<file path="src/hw/rtl/fem_div.sv">
// Pipelined restoring divider, one quotient bit per cell.
module fem_div #(
	parameter int NUM_W = 28,
	parameter int DEN_W = 13
) (
	input  logic             clk,
	input  logic             en,
	input  logic [NUM_W-1:0] num,
	input  logic [DEN_W-1:0] den,
	output logic [NUM_W-1:0] quo
);

	logic [DEN_W-1:0] rem_s [NUM_W];
	logic [NUM_W-1:0] nq_s  [NUM_W];

	for (genvar k = 0; k < NUM_W; k++) begin : g_cell
		logic [DEN_W-1:0] rp;
		logic [NUM_W-1:0] np;
		logic [DEN_W:0]   t;

		if (k == 0) begin : g_first
			assign rp = '0;
			assign np = num;
		end else begin : g_next
			assign rp = rem_s[k-1];
			assign np = nq_s[k-1];
		end

		// Bring down the next dividend bit and try one subtraction.
		assign t = {rp, np[NUM_W-1]};

		always_ff @(posedge clk) begin
			if (en) begin
				if (t >= {1'b0, den}) begin
					rem_s[k] <= DEN_W'(t - {1'b0, den});
					nq_s[k]  <= {np[NUM_W-2:0], 1'b1};
				end else begin
					rem_s[k] <= t[DEN_W-1:0];
					nq_s[k]  <= {np[NUM_W-2:0], 1'b0};
				end
			end
		end
	end

	assign quo = nq_s[NUM_W-1];

endmodule

</file>
<file path="config.mk">
export PLATFORM = sky130hd
export DESIGN_NAME = fem_div
export DESIGN_NICKNAME = d
export VERILOG_FILES = /design/src/hw/rtl/fem_div.sv
export SDC_FILE = /design/constraint.sdc
export NUM_CORES = 2
export LEC_CHECK = 0
export BUFFER_PORTS_ARGS = -buffer_cell sky130_fd_sc_hd__buf_4
export CORE_UTILIZATION = 40
export DETAILED_ROUTE_END_ITERATION = 8
export GPL_TIMING_DRIVEN = 0
export PLACE_DENSITY = 0.52
export SYNTH_ARGS = -nofsm -noshare
export SYNTH_HDL_FRONTEND = slang
export SYNTH_SLANG_ARGS = --single-unit
</file>
<file path="constraint.sdc">
create_clock -name clk -period 5.3 [get_ports clk]
set_clock_uncertainty 0.15 [all_clocks]
set_input_delay 0.265 -clock clk [delete_from_list [all_inputs] [get_ports clk]]
set_output_delay 0.265 -clock clk [all_outputs]
set_load 0.01 [all_outputs]
</file>
# --- After elaboration in Yosys (flattened, before gate mapping) ---
# Memories as Yosys holds them, arrays and structs flattened.
# Index checks and enable logic that the tools add are counted.
op_classes:
  n_addsub: 28
  n_lt_le_gt_ge: 28
  mux: 224
  bitwise: 56
op_table:
  columns: ["cell", "count"]
  rows:
  - ["$mux W28", 28]
  - ["$ge A14 B13 Y1", 27]
  - ["$mux W13", 28]
  - ["$sub A13 B13 Y13", 27]
  - ["$mux W1", 168]
  - ["$or A1 B1 Y1", 56]
  - ["$ge A1 B13 Y1", 1]
  - ["$sub A1 B13 Y13", 1]
word_totals:
  n_memories: 2
  wordCells: 338
  ramBits: 1148
  regBits: 0
  output_inout_bits: 28
  input_bits: 43
mem_list:
  columns: ["name", "words", "width", "rd", "rd_ports_with_merged_regs", "wr", "line_no", "text"]
  rows:
  - ["nq_s", 28, 28, 28, 0, 28, "14", "logic [NUM_W-1:0] nq_s [NUM_W];"]
  - ["rem_s", 28, 13, 27, 0, 28, "13", "logic [DEN_W-1:0] rem_s [NUM_W];"]

# --- Depth between registers and ports, before layout ---
# An unclocked memory read counts as a cell.
logic_depth:
  ltp_word: 6
  depth_mapped: 12
  ltp_nobuf: 11

# --- Worst setup path after synthesis ---
# Ideal clock, no wire load.
synth_path:
  path_type: "input to register"
  start: "input den[1]"
  end: "memory rem_s[17][4], in the netlist rem_s[1][17], data pin"
  cell_stages: 10
  arrival_time_ns: 3.851
  setup_ns: 0.260
  n_path_buf: 1
  setup_slack_ns: 1.039
  required_ns: 4.890
  path_cell_list: "inv_1 -> fa_1 -> a21o_1 -> a21oi_1 -> o21bai_1 -> o311ai_1 -> a211o_1 -> a31oi_1 -> buf_2 -> mux2_2"
synth_lines:
  columns: ["item", "line_no", "text"]
  rows:
  - ["start, declared", "9", "input logic [DEN_W-1:0] den,"]
  - ["end, declared", "13", null]

==> results.md <==
* Sum of routed wire length over all layers at 114000 um
* Post-synthesis async set-or-reset flop share at 0
* Number of CTS-inserted buffers at 120
* Clock sink count at 1135
* Leakage at 23.12 nW
* Total cell area at the placement stage at 0.05729 mm^2
* Total non-filler cell area in the finished layout at 0.06173 mm^2
* Fmax achieved at 236.6 MHz
* Number of fill cells in the layout at 11760
* Top area cells in the synthesized netlist: sky130_fd_sc_hd__edfxtp_1 (63%), sky130_fd_sc_hd__ha_1 (8.2%), sky130_fd_sc_hd__mux2_2 (3.6%)
* Slew Viols, Final at 0
* Vias per std cell at 5.146
* CTS max path bufs at 3
* Syn nets at 4279
* Initial core utilization at 0.4026
* Global-route wire length before repair at 176900 um
* Final period utilization at 0.7973
* Number of enable flip-flop cells after synthesis at 1134
* WL met2 at 55790 um
* Residual antenna-violating net count after detailed routing at 0
* Floorplan die height at 368.3 um
* Peak supply drop at 346.6 uV
* Proportion of layout cells with a drive suffix above 1 at 0.1294
* DPL Wire Length at 78630 um
* Wire length on met1 at 52010 um
* Mapped Avg Cell Area at 13.91 um^2
* Final #Nets at 4553
* Max Cap Viol at 0
* Type of the worst setup path: in -> reg
* Violation count after the first detailed-route iteration at 1778
* Total global routing track utilization at 0.1683
* Count of TritonRoute iterations in the first routing pass at 6
* Sequential cell area fraction in the yosys report at 0.6349
* Placement row count at 134
* Number of vias after detailed routing at 30890
* Total power divided by cell area at 535.2 mW/mm^2
* Level count of the clock H-tree at 3
* Sequential cell area at 0.03407 mm^2
* Distinct cells, synth at 76
* I/O pin count at 71
* Area leader, netlist: sky130_fd_sc_hd__edfxtp_1
* Category of the worst setup path capture point: flip-flop
* Startpoint kind of the worst setup timing path: primary input
* Via count of the first global-routing pass at 30630
* Gate count after technology mapping at 3857
* Outcome: complete, no violations
* CTS root buffer: sky130_fd_sc_hd__clkbuf_16
* Total power at 33.04 mW
* Most used DFF post-synth: sky130_fd_sc_hd__edfxtp_1
* Number of design rule violations left after detail routing at 0
* Die width at 368.3 um
* Layout overhead on the synthesized area at 15.02%
* Reg clk slew, reported paths at 0.06 ns
* Area used by multi-input combinational logic at 0.01865 mm^2
* Number of cells on the worst hold path at 4
* Total standard cell area after synthesis at 0.05366 mm^2
* Sum Neg Setup Slack at 0 ns
* Max layer used: met4
* Final Setup Violations at 0
* CTS tree: done
* Transition at the pin with the smallest max-transition slack at 1.323 ns
* Post-detailed-route wirelength per cell at 18.99 um
* Total gr overflow at 0
* Largest net degree at the start of global routing at 34
* Top cell type's share of synthesized area at 0.6346
* Count of input and output buffers at 70
* Clock period minus worst slack at 4.226 ns
* Type of the most critical hold path: in -> reg
* Crit path DAT at 4.50 ns
* Slew Limit Headroom at 0.1178
* Number of failing hold endpoints at the final stage at 0
* Synthesized flop and latch total at 1135
* Unrepaired setup endpoints after global routing: false
* Met3 routed wirelength at 3614 um
* Critical path data required time at 5.57 ns
* Die area at 0.1356 mm^2
* Final GP Congestion at 0.8715
* Clk Latency, worst-skew pair at 0.72 ns
* Synth Warn # at 0
* Reg2Reg Depth at 12
* Number of antenna violations at the first check in global routing at 1
* Core area at 0.1333 mm^2
* Setup fix buffers added after clock tree synthesis at 0
* Worst-path maximum fanout at 18
timing repair:
action / CTS / global route
setup endpoints to repair: 0 / 0
hold buffers: 43 / 0
resized for setup: 0 / 0
hold endpoints to repair: 39 / 0
final cells by class:
type | instances | area share
Antenna cell | 1 | 0.00004054
Buffer | 89 | 0.006507
Clock inverter | 82 | 0.01380
Tap cell | 1768 | 0.03584
Multi-Input combinational cell | 2480 | 0.3022
Clock buffer | 143 | 0.05108
Inverter | 153 | 0.009345
Sequential cell | 1135 | 0.5520
Timing Repair Buffer | 152 | 0.02923
layer usage:
metal,track usage,vias up
li1,-,15300
met1,0.2223,14930
met2,0.2893,511
met3,0.02369,162
met4,0.04397,0
met5,0,-
state kept, by name, summed over array words and instances, names as in the netlist:
name,cells
rem_s,351
nq_s,784
synth_stat cells, types with 50 or more instances:
master	count
sky130_fd_sc_hd__a21o_1	121
sky130_fd_sc_hd__a21oi_1	323
sky130_fd_sc_hd__and2_1	50
sky130_fd_sc_hd__clkbuf_1	67
sky130_fd_sc_hd__edfxtp_1	1134
sky130_fd_sc_hd__ha_1	353
sky130_fd_sc_hd__inv_1	153
sky130_fd_sc_hd__mux2_2	171
sky130_fd_sc_hd__nand2_1	182
sky130_fd_sc_hd__nor2_1	270
sky130_fd_sc_hd__o21ai_0	162
sky130_fd_sc_hd__xnor2_1	155
sky130_fd_sc_hd__xor2_1	107
cells by family (layout without fill, tap and decap cells):
logic type               after synthesis  after routing  synth area share
AO/OA/AOI/OAI                        851            851           0.09986
XOR/XNOR                             262            262           0.04276
adder cells (fa/ha/maj)              379            379           0.09200
buffers and inverters                242            619           0.01753
flip-flops                          1135           1135            0.6349
multiplexers                         201            201           0.04222
other                                  0              1                 0
AND/OR/NAND/NOR                      787            787           0.07069
critical path: stages:
cell                            delay [ns]
sky130_fd_sc_hd__dlygate4sd3_1        0.53
sky130_fd_sc_hd__buf_4                0.15
sky130_fd_sc_hd__inv_2                0.56
sky130_fd_sc_hd__buf_16               0.25
sky130_fd_sc_hd__ha_1                 0.15
sky130_fd_sc_hd__clkbuf_1             0.28
sky130_fd_sc_hd__and2_1               0.24
sky130_fd_sc_hd__and4_1               0.25
sky130_fd_sc_hd__o311ai_1             0.13
sky130_fd_sc_hd__a211o_1              0.28
sky130_fd_sc_hd__a31oi_1              0.54
sky130_fd_sc_hd__buf_2                0.42
sky130_fd_sc_hd__mux2_2               0.41
per-stage QoR:
step	util	cells	hold WS, ns	worst slack [ns]
2_1_floorplan	-	3857	0.2139	1.039
3_3_place_gp	0.4231	5695	0.2504	-1.411
3_5_place_dp	0.4298	5734	0.2545	0.4980
4_1_cts	0.4631	6002	0.01779	1.078
5_1_grt	0.4631	6002	0.05683	0.9031
6_report	0.4631	6003	0.04267	1.074
power by group:
group          switching, mW  internal, mW  total [mW]
sequential             0.858          12.3        13.2
combinational           6.15          5.27        11.4
clock                   3.49          4.93        8.42
worst paths after layout:
path	endpoint	from	slack (ns)
hold reg to reg	nq_s[1][80]	nq_s[1][51]	0.23
setup / recovery	rem_s[1][19]	den[4]	1.07
hold / removal	rem_s[0][3]	den[1]	0.04
setup reg to reg	rem_s[0][108]	nq_s[0][223]	1.18
placed cells by master (no fill, tap or decap), types with 107 or more instances in the layout:
cell type                   count
sky130_fd_sc_hd__nor2_1       270
sky130_fd_sc_hd__a21oi_1      323
sky130_fd_sc_hd__xnor2_1      155
sky130_fd_sc_hd__a21o_1       121
sky130_fd_sc_hd__edfxtp_1    1134
sky130_fd_sc_hd__inv_1        141
sky130_fd_sc_hd__ha_1         353
sky130_fd_sc_hd__xor2_1       107
sky130_fd_sc_hd__nand2_1      182
sky130_fd_sc_hd__o21ai_0      162
sky130_fd_sc_hd__mux2_2       171
sky130_fd_sc_hd__clkbuf_16    123
No activity file was read; power rests on OpenSTA's default activity.
