===== config.mk =====
export PLATFORM = sky130hd
export DESIGN_NAME = fem_isqrt
export DESIGN_NICKNAME = d
export VERILOG_FILES = /design/src/hw/rtl/fem_pkg.sv /design/src/hw/rtl/fem_isqrt.sv
export SDC_FILE = /design/constraint.sdc
export NUM_CORES = 1
export LEC_CHECK = 0
export ABC_AREA = 1
export BUFFER_PORTS_ARGS = -buffer_cell sky130_fd_sc_hd__buf_2
export CAP_MARGIN = 10
export CORE_MARGIN = 4
export CORE_UTILIZATION = 27
export DETAILED_ROUTE_END_ITERATION = 16
export HOLD_SLACK_MARGIN = 0.08
export MAX_ROUTING_LAYER = met4
export PLACE_DENSITY = 0.44
export SLEW_MARGIN = 20
export SYNTH_ARGS = -nofsm -noshare
export SYNTH_HDL_FRONTEND = slang
export SYNTH_SLANG_ARGS = --single-unit

===== constraint.sdc =====
create_clock -name clk -period 9.38 [get_ports clk]
set_input_delay 2.814 -clock clk [delete_from_list [all_inputs] [get_ports clk]]
set_output_delay 2.814 -clock clk [all_outputs]
set_load 0.01 [all_outputs]

===== src/hw/rtl/fem_pkg.sv =====
// Shared widths, constants, tables and types of the fisheye map generator.
package fem_pkg;

	// Field widths of the channels and the configuration port.
	localparam int COORD_W    = 12;
	localparam int OUT_W      = 16;
	localparam int DIM_CFG_W  = 13;
	localparam int FOV_W      = 19;
	localparam int CFG_IDX_W  = 2;
	localparam int CFG_DATA_W = 19;

	// Fixed-point layout of the datapath.
	localparam int FRAC_W       = 16;
	localparam int DATA_W       = 20;
	localparam int POL_MAG_W    = 19;
	localparam int SPLIT_W      = 24;
	localparam int CORDIC_STEPS = 16;
	localparam int CORDIC_LAT   = CORDIC_STEPS + 2;

	// Square root unit: radicand width, one root bit per step.
	localparam int SQ_W     = 36;
	localparam int SQ_STEPS = SQ_W / 2;
	localparam int ROOT_W   = SQ_STEPS;

	// Default limit for the fisheye dimensions.
	localparam int DEF_MAX_DIM = 4096;

	// Angle constants in Q16 radians and the CORDIC gain.
	localparam logic signed [DATA_W-1:0] PI_Q        = 20'sd205887;
	localparam logic signed [DATA_W-1:0] HALF_PI_Q   = 20'sd102944;
	localparam logic signed [DATA_W-1:0] CORDIC_GAIN = 20'sd39797;

	// Arctangent of 2^-i in Q16 radians.
	localparam logic signed [DATA_W-1:0] ATAN_TAB [CORDIC_STEPS] = '{
		20'sd51472, 20'sd30385, 20'sd16055, 20'sd8150, 20'sd4091, 20'sd2047,
		20'sd1024, 20'sd512, 20'sd256, 20'sd128, 20'sd64, 20'sd32,
		20'sd16, 20'sd8, 20'sd4, 20'sd2
	};

	// Register reset values.
	localparam logic [DIM_CFG_W-1:0] RST_SRC_WIDTH  = 13'd2048;
	localparam logic [DIM_CFG_W-1:0] RST_SRC_HEIGHT = 13'd2048;
	localparam logic [FOV_W-1:0]     RST_FOV        = 19'd205879;

	// Configuration register indexes.
	typedef enum logic [CFG_IDX_W-1:0] {
		REG_SRC_WIDTH  = 2'd0,
		REG_SRC_HEIGHT = 2'd1,
		REG_FOV        = 2'd2
	} cfg_reg_t;

	// One finished coordinate pair.
	typedef struct packed {
		logic signed [OUT_W-1:0] src_x;
		logic signed [OUT_W-1:0] src_y;
	} coord_t;

endpackage


===== src/hw/rtl/fem_isqrt.sv =====
// Pipelined integer square root, one root bit per cell.
module fem_isqrt import fem_pkg::*; (
	input  logic              clk,
	input  logic              en,
	input  logic [SQ_W-1:0]   rad,
	output logic [ROOT_W-1:0] root
);

	logic [SQ_W-1:0] v_s   [SQ_STEPS];
	logic [SQ_W+1:0] res_s [SQ_STEPS];

	for (genvar k = 0; k < SQ_STEPS; k++) begin : g_cell
		localparam logic [SQ_W+1:0] BIT = (SQ_W+2)'(1) << (2 * (SQ_STEPS - 1 - k));
		logic [SQ_W-1:0] vp;
		logic [SQ_W+1:0] rp;
		logic [SQ_W+1:0] cmp;

		if (k == 0) begin : g_first
			assign vp = rad;
			assign rp = '0;
		end else begin : g_next
			assign vp = v_s[k-1];
			assign rp = res_s[k-1];
		end

		assign cmp = rp + BIT;

		// Keep the trial bit when the remainder still covers it.
		always_ff @(posedge clk) begin
			if (en) begin
				if ((SQ_W+2)'(vp) >= cmp) begin
					v_s[k]   <= SQ_W'((SQ_W+2)'(vp) - cmp);
					res_s[k] <= (rp >> 1) + BIT;
				end else begin
					v_s[k]   <= vp;
					res_s[k] <= rp >> 1;
				end
			end
		end
	end

	assign root = res_s[SQ_STEPS-1][ROOT_W-1:0];

endmodule


# Word level (Yosys, flattened, before mapping)

Memory sizes are Yosys's and may differ from the RTL's.
Index checks and enable logic that the tools add are counted.

Register bits: 0
Bits in writable memories: 1332
Input bits: 38
Output and inout bits: 18
Logic and storage cells: 252
Memories kept: 2

Memories:

| memory | depth | width | read ports | clocked after memory_dff | wr ports | RTL line        | source |
|---|---|---|---|---|---|---|---|
| res_s  | 18    | 38    | 18         | 0                        | 18       | fem_isqrt.sv:10 | `logic [SQ_W+1:0] res_s [SQ_STEPS];` |
| v_s    | 18    | 36    | 17         | 0                        | 18       | fem_isqrt.sv:9  | `logic [SQ_W-1:0] v_s [SQ_STEPS];` |

Add/subtract/negate cells: 52
Order comparisons: 18
Mux-type cells: 144
Bitwise operators: 36

Operator list:

| cell                     | count |
|---|---|
| $mux W38                 | 18 |
| $mux W36                 | 18 |
| $ge A36 B38 Y1           | 17 |
| $sub A36 B36 Y36         | 17 |
| $mux W1                  | 108 |
| $add A37 B1 Y38 const B  | 1 |
| $add A37 B11 Y38 const B | 1 |
| $add A37 B13 Y38 const B | 1 |
| $add A37 B15 Y38 const B | 1 |
| $add A37 B17 Y38 const B | 1 |
| $add A37 B19 Y38 const B | 1 |
| $add A37 B21 Y38 const B | 1 |
| $add A37 B23 Y38 const B | 1 |
| $add A37 B25 Y38 const B | 1 |
| $add A37 B27 Y38 const B | 1 |
| $add A37 B29 Y38 const B | 1 |
| $add A37 B3 Y38 const B  | 1 |
| $add A37 B31 Y38 const B | 1 |
| $add A37 B33 Y38 const B | 1 |
| $add A37 B5 Y38 const B  | 1 |
| $add A37 B7 Y38 const B  | 1 |
| $add A37 B9 Y38 const B  | 1 |
| $add A38 B1 Y38 const B  | 1 |
| $add A38 B11 Y38 const B | 1 |
| other kinds (18)         | 53 |

# Longest topological paths before layout

An unclocked memory read counts as a cell.

Depth after elaboration: 7
Depth in mapped cells: 15

# Worst setup path after synthesis

OpenSTA, ideal clock, no wires.

Path type: input to register
Start: in en
End: mem res_s[8][10] (netlist bit) (enable)
Library setup time: 0.429 ns
Arrival time: 4.579 ns
Required time: 8.951 ns
Setup slack: 4.372 ns
Stages: 3
Cells stage by stage: buf_4 -> buf_4 -> clkbuf_1

RTL lines:

| item        | RTL line        | source |
|---|---|---|
| from (decl) | fem_isqrt.sv:4  | `input logic en,` |
| to (decl)   | fem_isqrt.sv:10 |  |

==> flow_metrics.tcl <==
set metrics [dict create \
    outcome "completed" \
    drive_gt1_share_pct 6.11 \
    fp.dieW_um 409 \
    cts_buffers 94 \
    worst_ep_arrival_time_ns 5.41 \
    synth.most_common_cell "nand2_1" \
    firstDrtPassIters 6 \
    synth_top_area_share_pct 54.1 \
    worst_pin_slew_ns 0.993 \
    grt_pass1_vias 32200 \
    cts_resized 0 \
    die_y_um 409 \
    fp.coreArea_mm2 0.159 \
    nets 5226 \
    synth-edff-count 783 \
    n_fill_cell 16700 \
    area_growth_pct 13.7 \
    synth_cell_types 50 \
    crit_path_start_kind "input port" \
    vias_per_cell 4.42 \
    hpwl_um 99300 \
    start_util_pct 27.3 \
    path_class "in -> reg" \
    grt_use_total_pct 15.2 \
    postCtsSetupRepairBufs 0 \
    synth.ff_latch_count 783 \
    fin_crit_ns 4.97 \
    ios 56 \
    fin_cells 7221 \
    worstPathRequired_ns 9.81 \
    setup_viol 0 \
    critPathCaptureType "flop" \
    wl_per_cell_um 17.3 \
    synthFlopType "edfxtp_1" \
    synthCells 4893 \
    grt_pass1_wl_um 191000 \
    synth_area_leaders "edfxtp_1 54%, nand2_1 12%, inv_1 6.8%" \
    seq_area_mm2 0.0235 \
    cts_htree_levels 3 \
    avgSynthCellArea_um2 8.88 \
    port_buffers 55 \
    cts_tree "built" \
    fmax_mhz 201 \
    drc 0 \
    drtIter0Drc 2072 \
    die_area_mm2 0.167 \
    path_clk_slew_ns 0.06 \
    vias 31900 \
    rsz0062_at_grt "no" \
    maxSlewViolCount 0 \
    fin_tns_setup_ns 0 \
    hp-class "reg -> reg" \
    holdWs_ns 0.426 \
    ant_nets 0 \
    wl_um 125000 \
    cap_violations 0 \
    grt_max_degree 119 \
    synthArstFlopShare_pct 0 \
    clock_latency_ns 0.73 \
    antenna_found_initial 1 \
    cellPowerDensity_mw_per_mm2 215 \
    hold_viol_final 0 \
    numPlacedInstances 7052 \
    total_power_mw 10.6 \
    gp_congestion 0.882 \
    syn-cell-area_mm2 0.0434 \
    overflow 0 \
    synth_common_cells "1348 x nand2_1, 788 x inv_1, 783 x edfxtp_1" \
    cts_sinks 783 \
    multiInputGateArea_mm2 0.0166 \
    rows 146 \
    diodes 0 \
    ir_drop_mv 0.143 \
    cts_hold_buf 0 \
    yosys_warnings 0 \
    finalClockSkew_ns 0.0478 \
    yosysSeqAreaShare_pct 54.1 \
    clockBufferDepth 3 \
    power_leakage_nw 21.2 \
    critPathMaxFanout 66 \
    relSlewSlack_pct 33.8 \
    root_buffer "clkbuf_16" \
    syn_nets 5117 \
    final_util_pct 31.0 \
    finalCritPeriodShare_pct 53.0 \
    yosysTopAreaCell "edfxtp_1" \
]
==> critical path: stages <==
cell and delay [ns]:
buf_8 0.41, inv_2 0.46, nor3_1 0.28, nand2_1 0.08
nor2_1 0.17, nand3_2 0.70, nand3_1 0.34, nand2_1 0.07
==> registers in the layout, indices dropped and copies added (netlist names) <==
register  count
res_s       171
v_s         612
==> metrics by stage <==
stage | instance area (um^2) | setup WS, ns
detailed placement | 46200 | 3.59
floorplan | 43400 | 4.37
CTS | 49400 | 4.35
global placement | 46200 | 3.50
finish | 49400 | 4.41
global route | 49400 | 4.14
==> layout by cell type, fill, tap and decap left out, types with 13 or more instances in the layout <==
master	instances
nand2_1	1348
inv_1	788
edfxtp_1	783
nor2_1	545
nand3_1	291
ha_1	186
a21oi_1	146
o21ai_0	137
nand4_1	119
clkbuf_16	94
xor2_1	91
nor3_1	81
xnor2_1	69
buf_2	54
nor4_1	37
o21ai_1	29
nand3b_1	27
or2_2	21
a21oi_2	20
clkinv_2	16
clkbuf_1	15
o21bai_1	14
nand2_2	14
nor2_2	13
==> power breakdown <==
group / internal, mW / leakage, nW / switching [mW]
Sequential: 4.36 / 7.50 / 0.361
Combinational: 0.698 / 12.1 / 1.44
Clock: 2.17 / 1.52 / 1.57
==> final timing paths <==
check                from            to  slack [ns]  cells after the start
min          res_s[2][26]  res_s[2][63]        0.43                      0
min reg2reg  res_s[2][26]  res_s[2][63]        0.43                      0
max                    en    v_s[8][25]        4.41                      8
max reg2reg    v_s[4][59]    v_s[5][14]        6.26                      7
==> metal layers <==
metal / global-route usage (%) / vias to the layer above / share of wire (%)
li1: - / 16300 / -
met1: 17.3 / 14900 / 42
met2: 28.2 / 465 / 53
met3: 1.97 / 158 / 3.0
met4: 3.61 / 0 / 2.3
met5: - / - / 0
==> cells by family after synthesis <==
| family | after synthesis | synth area share (%) |
|---|---|---|
| and+or+nand+nor | 2535 | 24.8 |
| buffers and inverters | 845 | 7.54 |
| DFF | 783 | 54.1 |
| AOI/OAI and AO/OA | 384 | 4.92 |
| adders and majority gates | 186 | 5.36 |
| xor gates and xnor gates | 160 | 3.23 |
==> final cells by class <==
cell class,instances,area share [%]
clock buffer,109,4.88
inverter,793,6.03
tap,2146,5.44
sequential,783,47.6
multi-input combinational,3265,33.7
timing repair buffer,65,0.780
clock inverter,60,1.56
Power figures use the tool's default switching activity.
