### src/hw/rtl/fem_pkg.sv
// Shared widths, constants, tables and types of the fisheye map generator.
package fem_pkg;

	// Field widths of the channels and the configuration port.
	localparam int COORD_W    = 12;
	localparam int OUT_W      = 16;
	localparam int DIM_CFG_W  = 13;
	localparam int FOV_W      = 19;
	localparam int CFG_IDX_W  = 2;
	localparam int CFG_DATA_W = 19;

	// Fixed-point layout of the datapath.
	localparam int FRAC_W       = 16;
	localparam int DATA_W       = 20;
	localparam int POL_MAG_W    = 19;
	localparam int SPLIT_W      = 24;
	localparam int CORDIC_STEPS = 16;
	localparam int CORDIC_LAT   = CORDIC_STEPS + 2;

	// Square root unit: radicand width, one root bit per step.
	localparam int SQ_W     = 36;
	localparam int SQ_STEPS = SQ_W / 2;
	localparam int ROOT_W   = SQ_STEPS;

	// Default limit for the fisheye dimensions.
	localparam int DEF_MAX_DIM = 4096;

	// Angle constants in Q16 radians and the CORDIC gain.
	localparam logic signed [DATA_W-1:0] PI_Q        = 20'sd205887;
	localparam logic signed [DATA_W-1:0] HALF_PI_Q   = 20'sd102944;
	localparam logic signed [DATA_W-1:0] CORDIC_GAIN = 20'sd39797;

	// Arctangent of 2^-i in Q16 radians.
	localparam logic signed [DATA_W-1:0] ATAN_TAB [CORDIC_STEPS] = '{
		20'sd51472, 20'sd30385, 20'sd16055, 20'sd8150, 20'sd4091, 20'sd2047,
		20'sd1024, 20'sd512, 20'sd256, 20'sd128, 20'sd64, 20'sd32,
		20'sd16, 20'sd8, 20'sd4, 20'sd2
	};

	// Register reset values.
	localparam logic [DIM_CFG_W-1:0] RST_SRC_WIDTH  = 13'd2048;
	localparam logic [DIM_CFG_W-1:0] RST_SRC_HEIGHT = 13'd2048;
	localparam logic [FOV_W-1:0]     RST_FOV        = 19'd205879;

	// Configuration register indexes.
	typedef enum logic [CFG_IDX_W-1:0] {
		REG_SRC_WIDTH  = 2'd0,
		REG_SRC_HEIGHT = 2'd1,
		REG_FOV        = 2'd2
	} cfg_reg_t;

	// One finished coordinate pair.
	typedef struct packed {
		logic signed [OUT_W-1:0] src_x;
		logic signed [OUT_W-1:0] src_y;
	} coord_t;

endpackage

### src/hw/rtl/fem_cordic_rot.sv
// Rotation CORDIC chain giving cosine and sine of a Q16 angle.
module fem_cordic_rot import fem_pkg::*; (
	input  logic                     clk,
	input  logic                     en,
	input  logic signed [DATA_W-1:0] ang,
	output logic signed [DATA_W-1:0] cos_v,
	output logic signed [DATA_W-1:0] sin_v
);

	logic signed [DATA_W-1:0] x_s [CORDIC_STEPS+1];
	logic signed [DATA_W-1:0] y_s [CORDIC_STEPS+1];
	logic signed [DATA_W-1:0] z_s [CORDIC_STEPS+1];
	logic                     n_s [CORDIC_STEPS+1];

	// Fold the angle into the half circle around zero.
	always_ff @(posedge clk) begin
		if (en) begin
			x_s[0] <= CORDIC_GAIN;
			y_s[0] <= '0;
			if (ang > HALF_PI_Q) begin
				z_s[0] <= ang - PI_Q;
				n_s[0] <= 1'b1;
			end else if (ang < -HALF_PI_Q) begin
				z_s[0] <= ang + PI_Q;
				n_s[0] <= 1'b1;
			end else begin
				z_s[0] <= ang;
				n_s[0] <= 1'b0;
			end
		end
	end

	// One micro-rotation per cell, direction from the residual angle.
	for (genvar k = 0; k < CORDIC_STEPS; k++) begin : g_cell
		always_ff @(posedge clk) begin
			if (en) begin
				n_s[k+1] <= n_s[k];
				if (z_s[k] >= 0) begin
					x_s[k+1] <= x_s[k] - (y_s[k] >>> k);
					y_s[k+1] <= y_s[k] + (x_s[k] >>> k);
					z_s[k+1] <= z_s[k] - ATAN_TAB[k];
				end else begin
					x_s[k+1] <= x_s[k] + (y_s[k] >>> k);
					y_s[k+1] <= y_s[k] - (x_s[k] >>> k);
					z_s[k+1] <= z_s[k] + ATAN_TAB[k];
				end
			end
		end
	end

	// Undo the fold by flipping both outputs.
	always_ff @(posedge clk) begin
		if (en) begin
			cos_v <= n_s[CORDIC_STEPS] ? -x_s[CORDIC_STEPS] : x_s[CORDIC_STEPS];
			sin_v <= n_s[CORDIC_STEPS] ? -y_s[CORDIC_STEPS] : y_s[CORDIC_STEPS];
		end
	end

endmodule

### config.mk
export PLATFORM = sky130hd
export DESIGN_NAME = fem_cordic_rot
export DESIGN_NICKNAME = d
export VERILOG_FILES = /design/src/hw/rtl/fem_pkg.sv /design/src/hw/rtl/fem_cordic_rot.sv
export SDC_FILE = /design/constraint.sdc
export NUM_CORES = 2
export LEC_CHECK = 0
export CAP_MARGIN = 25
export CORE_MARGIN = 1.5
export CORE_UTILIZATION = 30
export DETAILED_ROUTE_END_ITERATION = 16
export DONT_BUFFER_PORTS = 1
export PLACE_DENSITY_LB_ADDON = 0.2
export SYNTH_ARGS = -nofsm -noshare
export SYNTH_HDL_FRONTEND = slang
export SYNTH_SLANG_ARGS = --single-unit
### constraint.sdc
create_clock -name clk -period 5.7 [get_ports clk]
set_clock_uncertainty 0.05 [all_clocks]
set_input_delay 0.57 -clock clk [delete_from_list [all_inputs] [get_ports clk]]
set_output_delay 0.57 -clock clk [all_outputs]
set_load 0.05 [all_outputs]
### Yosys cells after proc, flatten, opt, wreduce, memory -nomap -nowiden

Memory sizes are Yosys's and may differ from the RTL's.
Index checks and enable logic that the tools add are counted.

* bits in registers: 40
* memory bits (writable): 1037
* input bits: 22
* output and inout bits: 40
* logic and storage cells: 338
* memories: 4

Memory list
* x_s: depth 17, width 20, rd ports 17, clocked after memory_dff 0, wr ports 17, line fem_cordic_rot.sv:10 `logic signed [DATA_W-1:0] x_s [CORDIC_STEPS+1];`
* y_s: depth 17, width 20, rd ports 17, clocked after memory_dff 0, wr ports 17, line fem_cordic_rot.sv:11 `logic signed [DATA_W-1:0] y_s [CORDIC_STEPS+1];`
* z_s: depth 17, width 20, rd ports 16, clocked after memory_dff 0, wr ports 17, line fem_cordic_rot.sv:12 `logic signed [DATA_W-1:0] z_s [CORDIC_STEPS+1];`
* n_s: depth 17, width 1, rd ports 17, clocked after memory_dff 0, wr ports 17, line fem_cordic_rot.sv:13 `logic n_s [CORDIC_STEPS+1];`

* add/subtract/negate cells: 99
* $lt $le $gt $ge: 18
* mux-type cells: 163
* bitwise gates (word level): 52

Operators with widths (number)
* $mux 20: 52
* $ge 20x1->1 const B: 16
* $mux 1: 111
* $or 1x1->1: 52
* $add 20x10->20: 2
* $add 20x11->20: 2
* $add 20x12->20: 2
* $add 20x12->20 const B: 2
* $add 20x13->20: 2
* $add 20x14->20: 2
* $add 20x15->20: 2
* $add 20x16->20: 2
* $add 20x17->20: 2
* $add 20x18->20: 2
* $add 20x19->20: 2
* $add 20x5->20: 2
* $add 20x6->20: 2
* $add 20x7->20: 2
* $add 20x8->20: 2
* $add 20x9->20: 2
* $neg 20->20: 2
* $sub 20x10->20: 2
* $sub 20x11->20: 2
* $sub 20x12->20: 2
* other kinds (47): 61

### Logic depth before layout (Yosys ltp)

* word-level depth: 7
* gate-level depth with buffers: 19
* mapped depth without buffers: 18

### Worst setup path before layout

OpenSTA, ideal clock, no wires.

* path kind: input port to flip-flop
* from: input en
* to: memory x_s[8][18] (data pin)
* setup time: 0.258 ns
* data arrival time: 4.123 ns
* data required time: 5.392 ns
* slack: 1.270 ns
* stages: 17
* buffers on the path: 4
* cell sequence: clkbuf_1 and2_1 clkbuf_1 inv_1 clkbuf_1 clkbuf_1 o21ai_0 fa_1 a21oi_1 o21bai_1 o31ai_1 o2111ai_1 o211a_1 a211oi_1 a21oi_1 nor2_1 xnor2_1

RTL lines
* from (decl): line fem_cordic_rot.sv:4 `input logic en,`
* to (decl): line fem_cordic_rot.sv:10

==> impl_metrics.py <==
metrics = {
    "run_status": {
        "status": "finished clean",
    },
    "global_routing": {
        "grt_pass1_vias": 50210,
        "antenna_found_initial": 4,
        "track_usage_pct": 13.92,
        "grt_max_degree": 883,
        "grt-ovfl-total": 0,
        "grt_pass1_wl_um": 269700,
    },
    "timing": {
        "slew_violations": 0,
        "setup_tns_ps": 0,
        "fin_crit_ps": 4982,
        "slew_headroom_pct": 16.98,
        "finalHoldViolCount": 0,
        "rsz0062_at_grt": "false",
        "fin_crit_sh_pct": 87.40,
        "setup_violations": 0,
        "worstMarginPinSlew_ps": 1245,
        "fmax_mhz": 200.7,
    },
    "die": {
        "die_area_mm2": 0.2383,
        "start_util_pct": 30.28,
        "rows": 177,
        "ios": 62,
        "core_area_mm2": 0.2332,
        "die_height_um": 488.2,
        "die_w_um": 488.2,
    },
    "hold_path": {
        "hold_class": "input pin to register",
    },
    "yosys": {
        "syn-cell-area_mm2": 0.07062,
        "ys_types": 82,
        "syn_inst": 6969,
        "ys_async_sr_fraction_pct": 0,
        "ys.flop_type": "edfxtp_1",
        "syn_area_per_cell_um2": 10.13,
        "yosysSeqAreaShare_pct": 39.80,
        "synth_edf_count": 936,
        "synth-warning-count": 0,
        "ys_ff_latch": 936,
    },
    "critical_path": {
        "arrival_ps": 5440,
        "worstPathMaxFanout": 234,
        "worstSetupStartpointType": "input pin",
        "crit_path_end_kind": "register",
        "cp.required_ps": 6160,
        "critical_path_class": "input pin to register",
    },
    "clock_tree": {
        "cts_resized": 0,
        "cts_tree": "built",
        "cts.htree.levels": 3,
        "clkLatencyLatePin_ps": 770,
        "clockRootBuffer": "clkbuf_16",
        "clockBufferDepth": 3,
        "numCtsBuffers": 112,
        "cts_sinks": 936,
        "path_clk_slew_ps": 60,
    },
    "drt": {
        "vias": 50820,
        "wl_per_cell_um": 16.43,
        "highest_layer": "met4",
        "routed_via_density": 4.953,
        "wirelength_um": 168500,
        "drt_iter0_drc": 2651,
        "wl_met2_um": 80880,
        "drc_errors": 0,
        "met1_length_um": 77320,
        "first_pass_iters": 5,
        "wl_met3_um": 5364,
        "ant_nets": 0,
    },
    "final_layout": {
        "final_nets": 7931,
        "final_cell_mix": "edfxtp_1, ha_1, xnor2_1, a21oi_1, nor2_1",
        "mostFrequentLayoutCell": "edfxtp_1",
        "syn_to_final_growth_pct": 11.21,
        "multi_input_area_mm2": 0.04078,
        "fillers": 23470,
        "drive_gt1_share_pct": 3.817,
        "register_area_mm2": 0.02811,
    },
    "placed_design": {
        "dp_hpwl_um": 128300,
        "numPortBuffers": 0,
        "routabilityCongestion": 0.8424,
    },
    "flow_run": {
        "cap_violations": 0,
    },
}
stage by stage:
step | setup WS (ps) | cells | util (%) | hold WS [ps] | area, um^2
2_1_floorplan | 1270 | 6970 | - | 350.3 | 70620
3_5_place_dp | 905.4 | 10030 | 31.92 | 354.5 | 74440
5_1_grt | 219.8 | 10260 | 33.68 | 80.36 | 78530
3_3_place_gp | 756.0 | 10030 | 31.92 | 350.6 | 74440
6_report | 718.3 | 10260 | 33.68 | 111.3 | 78530
4_1_cts | 1268 | 10250 | 33.60 | 26.91 | 78360
cells in the mapped netlist (129+ instances only):
| cell type | instances | share of area [%] |
|---|---|---|
| o21ai_1 | 131 | 0.93 |
| a21o_1 | 214 | 2.3 |
| inv_1 | 352 | 1.9 |
| nand2_1 | 427 | 2.3 |
| xor2_1 | 262 | 3.2 |
| o21ai_0 | 239 | 1.7 |
| nor3_1 | 214 | 1.5 |
| ha_1 | 828 | 15 |
| nand2b_1 | 136 | 1.2 |
| nor2_1 | 514 | 2.7 |
| a21oi_1 | 568 | 4.0 |
| edfxtp_1 | 936 | 40 |
| xnor2_1 | 697 | 8.6 |
| o21a_1 | 129 | 1.4 |
kinds of logic after synthesis:
kind of cell	after synthesis	synth area share, %
flip-flops	936	39.80
multiplexers	48	0.7105
AND/OR/NAND/NOR	1841	12.55
buffers and inverters	465	2.482
XOR/XNOR	959	11.89
other	2	0.01063
adder cells (fa/ha/maj)	873	15.95
AO/OA/AOI/OAI	1845	16.61
worst max-delay path: stages:
cell and delay [ps]:
buf_16 660, buf_16 580, nand2_1 150, inv_1 510
buf_4 380, nor2_1 100, xnor2_1 140, ha_1 310
o21ai_1 120, a21boi_1 110, o21ai_1 180, a211oi_1 160
a41o_1 320, a221o_1 330, o41ai_1 320, xnor2_1 100
sequential cells by signal, indices dropped and copies added (netlist names):
| name | count |
|---|---|
| x_s | 297 |
| z_s | 283 |
| cos_v | 20 |
| y_s | 299 |
| n_s | 17 |
| sin_v | 20 |
path summary, 6_finish.rpt:
check / from / end / slack, ps / depth (start not counted)
worst max-delay path: en / y_s[3][18]$_DFFE_PP_ / 720 / 16
worst min-delay path: ang[4] / z_s[0][4]$_DFFE_PP_ / 110 / 2
worst max register to register: y_s[7][8]$_DFFE_PP_ / x_s[8][19]$_DFFE_PP_ / 1240 / 16
worst min register to register: n_s[5]$_DFFE_PP_ / n_s[6]$_DFFE_PP_ / 360 / 0
final cells by class:
type / instances / share of cell area, %
clock inverters: 81 / 1.152
well taps: 3132 / 4.990
repair buffers: 59 / 0.7743
clock buffers: 123 / 3.648
inverters: 358 / 1.714
diodes: 3 / 0.009559
multi-input cells: 5569 / 51.92
flip-flops and latches: 936 / 35.79
routing by layer:
| metal | vias up | GRT usage (%) |
|---|---|---|
| met1 | 23980 | 17.57 |
| met5 | - | 0 |
| met3 | 241 | 1.840 |
| li1 | 25870 | - |
| met2 | 739 | 24.43 |
| met4 | 0 | 4.352 |
repair_timing:
action,CTS,global route
setup buffers,0,0
hold buffers,13,1
hold endpoints to repair,108,115
setup endpoints to repair,0,1
Power is not shown: default switching activity piles up to over one toggle a cycle in this logic, so the estimate is an artifact.
