## src/hw/rtl/fem_pkg.sv

```systemverilog
// Shared widths, constants, tables and types of the fisheye map generator.
package fem_pkg;

	// Field widths of the channels and the configuration port.
	localparam int COORD_W    = 12;
	localparam int OUT_W      = 16;
	localparam int DIM_CFG_W  = 13;
	localparam int FOV_W      = 19;
	localparam int CFG_IDX_W  = 2;
	localparam int CFG_DATA_W = 19;

	// Fixed-point layout of the datapath.
	localparam int FRAC_W       = 16;
	localparam int DATA_W       = 20;
	localparam int POL_MAG_W    = 19;
	localparam int SPLIT_W      = 24;
	localparam int CORDIC_STEPS = 16;
	localparam int CORDIC_LAT   = CORDIC_STEPS + 2;

	// Square root unit: radicand width, one root bit per step.
	localparam int SQ_W     = 36;
	localparam int SQ_STEPS = SQ_W / 2;
	localparam int ROOT_W   = SQ_STEPS;

	// Default limit for the fisheye dimensions.
	localparam int DEF_MAX_DIM = 4096;

	// Angle constants in Q16 radians and the CORDIC gain.
	localparam logic signed [DATA_W-1:0] PI_Q        = 20'sd205887;
	localparam logic signed [DATA_W-1:0] HALF_PI_Q   = 20'sd102944;
	localparam logic signed [DATA_W-1:0] CORDIC_GAIN = 20'sd39797;

	// Arctangent of 2^-i in Q16 radians.
	localparam logic signed [DATA_W-1:0] ATAN_TAB [CORDIC_STEPS] = '{
		20'sd51472, 20'sd30385, 20'sd16055, 20'sd8150, 20'sd4091, 20'sd2047,
		20'sd1024, 20'sd512, 20'sd256, 20'sd128, 20'sd64, 20'sd32,
		20'sd16, 20'sd8, 20'sd4, 20'sd2
	};

	// Register reset values.
	localparam logic [DIM_CFG_W-1:0] RST_SRC_WIDTH  = 13'd2048;
	localparam logic [DIM_CFG_W-1:0] RST_SRC_HEIGHT = 13'd2048;
	localparam logic [FOV_W-1:0]     RST_FOV        = 19'd205879;

	// Configuration register indexes.
	typedef enum logic [CFG_IDX_W-1:0] {
		REG_SRC_WIDTH  = 2'd0,
		REG_SRC_HEIGHT = 2'd1,
		REG_FOV        = 2'd2
	} cfg_reg_t;

	// One finished coordinate pair.
	typedef struct packed {
		logic signed [OUT_W-1:0] src_x;
		logic signed [OUT_W-1:0] src_y;
	} coord_t;

endpackage

```

## src/hw/rtl/fem_cordic_vec.sv

```systemverilog
// Vectoring CORDIC chain giving the Q16 angle atan2(y, x).
module fem_cordic_vec import fem_pkg::*; (
	input  logic                     clk,
	input  logic                     en,
	input  logic signed [DATA_W-1:0] y_in,
	input  logic signed [DATA_W-1:0] x_in,
	output logic signed [DATA_W-1:0] ang
);

	logic signed [DATA_W-1:0] x_s [CORDIC_STEPS+1];
	logic signed [DATA_W-1:0] y_s [CORDIC_STEPS+1];
	logic signed [DATA_W-1:0] z_s [CORDIC_STEPS+1];
	logic                     zr_s [CORDIC_STEPS+1];

	// Mirror the left half plane to the right and start from plus or minus pi.
	always_ff @(posedge clk) begin
		if (en) begin
			zr_s[0] <= (x_in == '0) && (y_in == '0);
			if (x_in < 0) begin
				x_s[0] <= -x_in;
				y_s[0] <= -y_in;
				z_s[0] <= (y_in >= 0) ? PI_Q : -PI_Q;
			end else begin
				x_s[0] <= x_in;
				y_s[0] <= y_in;
				z_s[0] <= '0;
			end
		end
	end

	// Each cell drives y toward zero and collects the angle.
	for (genvar k = 0; k < CORDIC_STEPS; k++) begin : g_cell
		always_ff @(posedge clk) begin
			if (en) begin
				zr_s[k+1] <= zr_s[k];
				if (y_s[k] >= 0) begin
					x_s[k+1] <= x_s[k] + (y_s[k] >>> k);
					y_s[k+1] <= y_s[k] - (x_s[k] >>> k);
					z_s[k+1] <= z_s[k] + ATAN_TAB[k];
				end else begin
					x_s[k+1] <= x_s[k] - (y_s[k] >>> k);
					y_s[k+1] <= y_s[k] + (x_s[k] >>> k);
					z_s[k+1] <= z_s[k] - ATAN_TAB[k];
				end
			end
		end
	end

	// A zero vector has angle zero.
	always_ff @(posedge clk) begin
		if (en) begin
			ang <= zr_s[CORDIC_STEPS] ? '0 : z_s[CORDIC_STEPS];
		end
	end

endmodule

```

## config.mk

```make
export PLATFORM = sky130hd
export DESIGN_NAME = fem_cordic_vec
export DESIGN_NICKNAME = d
export VERILOG_FILES = /design/src/hw/rtl/fem_pkg.sv /design/src/hw/rtl/fem_cordic_vec.sv
export SDC_FILE = /design/constraint.sdc
export NUM_CORES = 2
export LEC_CHECK = 0
export BUFFER_PORTS_ARGS = -buffer_cell sky130_fd_sc_hd__buf_2
export CORE_MARGIN = 2
export CORE_UTILIZATION = 35
export DETAILED_ROUTE_END_ITERATION = 10
export PLACE_DENSITY_LB_ADDON = 0.1
export SETUP_SLACK_MARGIN = 0.05
export SLEW_MARGIN = 40
export SYNTH_ARGS = -nofsm -noshare
export SYNTH_HDL_FRONTEND = slang
export SYNTH_SLANG_ARGS = --single-unit
```

## constraint.sdc

```tcl
create_clock -name clk -period 5.9 [get_ports clk]
set_clock_uncertainty 0.15 [all_clocks]
set_input_delay 1.77 -clock clk [delete_from_list [all_inputs] [get_ports clk]]
set_output_delay 1.77 -clock clk [all_outputs]
set_load 0.01 [all_outputs]
```

### Word level (Yosys, flattened, before mapping)

Memories as Yosys holds them, arrays and structs flattened. A register that Yosys moved wholly into a read port is not among the register bits.
Cells that the tools add are included.
Widths: inputs -> output; s select.

* input port bits: 42
* register bits after elaboration: 0
* output and inout bits: 20
* memories: 4
* memory bits (writable): 1037
* word-level logic and storage cells: 329

* $lt $le $gt $ge: 18
* multiplexer cells: 156
* bitwise logic cells: 51
* reduce and logical (&&, ||, !) cells: 3
* add/subtract/negate cells: 97

Memories
* x_s: depth 17, width 20, read ports 16, clocked after memory_dff 0, write ports 17, line fem_cordic_vec.sv:10 `logic signed [DATA_W-1:0] x_s [CORDIC_STEPS+1];`
* y_s: depth 17, width 20, read ports 16, clocked after memory_dff 0, write ports 17, line fem_cordic_vec.sv:11 `logic signed [DATA_W-1:0] y_s [CORDIC_STEPS+1];`
* z_s: depth 17, width 20, read ports 17, clocked after memory_dff 1, write ports 17, line fem_cordic_vec.sv:12 `logic signed [DATA_W-1:0] z_s [CORDIC_STEPS+1];`
* zr_s: depth 17, width 1, read ports 17, clocked after memory_dff 0, write ports 17, line fem_cordic_vec.sv:13 `logic zr_s [CORDIC_STEPS+1];`

Operator list (count)
* $mux 20: 52
* $ge 20x1->1 const B: 17
* $mux 1: 104
* $or 1x1->1: 51
* $add 20x10->20: 2
* $add 20x11->20: 2
* $add 20x12->20: 2
* $add 20x12->20 const B: 2
* $add 20x13->20: 2
* $add 20x14->20: 2
* $add 20x15->20: 2
* $add 20x16->20: 2
* $add 20x17->20: 2
* $add 20x18->20: 2
* $add 20x19->20: 2
* $add 20x5->20: 2
* $add 20x6->20: 2
* $add 20x7->20: 2
* $add 20x8->20: 2
* $add 20x9->20: 2
* $logic_not 20->1: 2
* $neg 20->20: 2
* $sub 20x10->20: 2
* $sub 20x11->20: 2
* 46 further kinds: 61

### Depth between registers and ports, before layout

* depth in word-level cells: 5
* depth in mapped cells: 18
* depth with buffers taken out: 17

### Least setup slack after synthesis

No wires, ideal clock.

* kind: input-to-reg
* start point: in en
* end point: mem x_s[7][19], data pin
* arrival: 5.597 ns
* required time: 5.491 ns
* setup slack: -0.106 ns
* buffers on the path: 4
* setup time: 0.259 ns
* cell stages on the path: 18
* cells stage by stage: buf_2 -> clkbuf_1 -> clkbuf_1 -> nand2_1 -> clkinv_1 -> clkbuf_1 -> nor2_1 -> xnor2_1 -> ha_1 -> o21a_1 -> o31a_1 -> o41ai_1 -> a21oi_1 -> a41o_1 -> o41a_1 -> a211oi_1 -> a21oi_1 -> xnor2_1

RTL lines
* from (decl): line fem_cordic_vec.sv:4 `input logic en,`
* to (decl): line fem_cordic_vec.sv:10

==> summary.md <==
| Metric | Value |
|---|---|
| Async S/R FF share, synth | `0` |
| Antenna Nets Post-Route | `0` |
| CTS clk-pin slew, worst paths | `0.06 ns` |
| Fin. max-slew vios | `0` |
| CP Class | `in2reg` |
| Root Buffer | `clkbuf_16` |
| Syn Nets | `7936` |
| Starting density of the core | `0.353` |
| Post-route worst setup slack | `0.783 ns` |
| Total wire length | `about 180000 um` |
| Main combinational cell family by area after synthesis | `compound AO/OA/AOI/OAI gates` |
| Clock Path Buffers | `3` |
| Compound-Gate Fraction of Synth Area | `0.159` |
| Count of final hold-check violations | `0` |
| Worst EP required | `6.26 ns` |
| Endpoint class of the critical path | `flop` |
| WL/cell | `roughly 18 um` |
| Hold path startpoint | `z_s[7][3]` |
| Nets | `8098` |
| Unique masters post-synth | `90` |
| Count of clock tree sinks | `about 940` |
| Synth top area cells | `edfxtp_1 40%, ha_1 14%, xnor2_1 8.7%, a21oi_1 4.1%, xor2_1 3.5%` |
| CTS buffer count | `117` |
| Postcts setup bufs | `0` |
| Post-CTS Resized | `0` |
| Vias in the first global route | `50500` |
| Slew headroom | `0.342` |
| Area leader, netlist | `edfxtp_1` |
| Via Count | `51700` |
| Initial antenna violation count | `5` |
| Count of final setup violators | `0` |
| # H-tree levels | `3` |
| Worst hold path type | `reg2reg` |
| Post-synthesis mux area share | `0.00789` |
| Clock latency on the worst-skew pair | `roughly 0.78 ns` |
| Crit path launch | `en` |
| Final cycle utilization of the critical path | `0.867` |
| EDFF count, synth | `943` |
| Worst r2r src | `x_s[7][13]` |
| Buffers added on ports | `61` |
| Worst-Margin Slew | `0.963 ns` |
| Largest fanout on the critical path | `16` |
| Synth warnings | `0` |
| Detailed-placement wirelength estimate | `143000 um` |
| Seq cells post-synth | `about 940` |
| Commonest cells in the netlist | `943 x edfxtp_1, 763 x ha_1, 704 x xnor2_1, 600 x nor2_1, 582 x a21oi_1` |
| Pin count of the biggest net entering global routing | `84` |
| Setup slack at placement | `-0.00463 ns` |
| Residual DRC | `0` |
| Die span in x | `453 um` |
| Flop2flop setup slack | `1.31 ns` |
| Max Cap Viol | `0` |
| Fill cell count | `~20000` |
| Post-Synth XOR/XNOR Area | `0.123` |
| Full die area | `between 0.2 and 0.25 mm^2` |
| Area grow syn2layout | `11.7%` |
| Outcome | `finished, final reports clean` |
| Worst Path Arrival | `5.48 ns` |
| Vias per cell | `a little over 5` |
| First-pass GRT wire length | `283000 um` |
| Num ports | `62` |
| Crit path time final | `5.12 ns` |
| Post-Synth Simple-Gate Area | `0.134` |
| CTS Hold Bufs | `0` |
| Maximum clock rate | `slightly below 200 MHz` |
| Core area | `0.200 mm^2` |
| Top FF cell, synth | `edfxtp_1` |
| Adder-cell area share of the yosys netlist | `0.147` |
| Cells after synthesis | `approximately 7100` |
| Mean Syn Cell Area | `9.95 um^2` |
| Router iterations before antenna repair | `5` |
| Placer congestion estimate | `0.847` |
| 1st-iter DRT viols | `3328` |
| CTS tree | `built` |
| Setup_tns | `0 ns` |
| RSZ-0062 raised after global routing | `no` |
| Share of layout cells above drive strength 1 | `0.0619` |
| Top-area cell type share of the netlist area | `0.401` |
| Count leader, synth | `edfxtp_1` |
| Mapped Area | `0.0706 mm^2` |
| Sequential area share after synthesis | `0.401` |
| Grt total ovfl | `0` |
| Die Ht | `about 450 um` |
| CP Launch Type | `primary input` |
| All-layer global routing usage | `0.173` |
| Site row count | `164` |
==> final timing paths <==
path,to,cells after the start
worst max-delay path,y_s[13][19],16
worst max register to register,y_s[8][16],13
worst min-delay path,z_s[8][3],0
worst min register to register,z_s[8][3],0
==> through the flow <==
stage	hold slack, ns	std cells	utilization	area, um^2
floorplan	0.250	7091	-	70600
global placement	0.252	9789	0.373	74600
detailed placement	0.255	9789	0.373	74700
CTS	0.262	10000	0.394	78700
global route	0.268	10000	0.394	78800
finish	0.263	10000	0.394	78800
==> layer usage <==
metal	vias to the layer above	GRT usage	routed length, um
li1	26300	-	-
met1	24400	0.227	83300
met2	724	0.298	86800
met3	218	0.0207	5790
met4	0	0.0510	4630
met5	-	0	0
==> state kept, by name, indices dropped and copies added (netlist names) <==
signal	flops
z_s	320
ang	20
zr_s	17
x_s	286
y_s	300
==> cells by family (layout without fill, tap and decap cells) <==
family                     after synthesis  count (layout)
and+or+nand+nor                       1997            1997
buffers and inverters                  517             780
AOI/OAI and AO/OA                     1782            1782
DFF                                    943             943
other                                    0               2
adders and majority gates              808             808
muxes                                   55              55
xor gates and xnor gates               989             989
==> worst max-delay path, stage by stage <==
cell      delay [ns]
buf_8           0.16
buf_4           0.22
nand2_1         0.35
clkinv_1        0.23
nor2_1          0.16
xor2_1          0.17
ha_1            0.29
o21ai_0         0.19
nor2_1          0.09
o21ai_1         0.29
o21ai_1         0.16
a41o_1          0.29
o41a_1          0.33
a41o_1          0.27
o41ai_1         0.32
xor2_1          0.11
==> cell type report <==
type | count | area, um^2 | share of cell area
inverters | 369 | 1390 | 0.0176
diodes | 2 | 5.00 | 0.0000635
well taps | 2656 | 3320 | 0.0422
clock inverters | 89 | 1100 | 0.0139
repair buffers | 191 | 1360 | 0.0173
clock buffers | 131 | 2980 | 0.0378
flip-flops and latches | 943 | 28300 | 0.359
multi-input cells | 5631 | 40300 | 0.512
==> layout by cell type, fill, tap and decap left out, types with 57 or more instances in the layout <==
cell type	Yosys	routed
o31ai_1	90	89
edfxtp_1	943	943
a21o_1	131	131
nor3_1	223	222
a31oi_1	57	57
xor2_1	285	285
nand2b_1	95	95
and3_1	71	71
xnor2_1	704	704
a21oi_1	582	582
a211oi_1	64	64
inv_1	358	358
o21a_1	79	79
clkbuf_16	0	117
o21ai_0	363	362
or3_1	78	78
o21bai_1	66	66
ha_1	763	763
nor2b_1	102	102
buf_2	6	60
nor2_1	600	600
nand2_1	494	494
buf_4	0	121
nand3_1	138	138
Power is not shown: default switching activity piles up to over one toggle a cycle in this logic, so the estimate is an artifact.
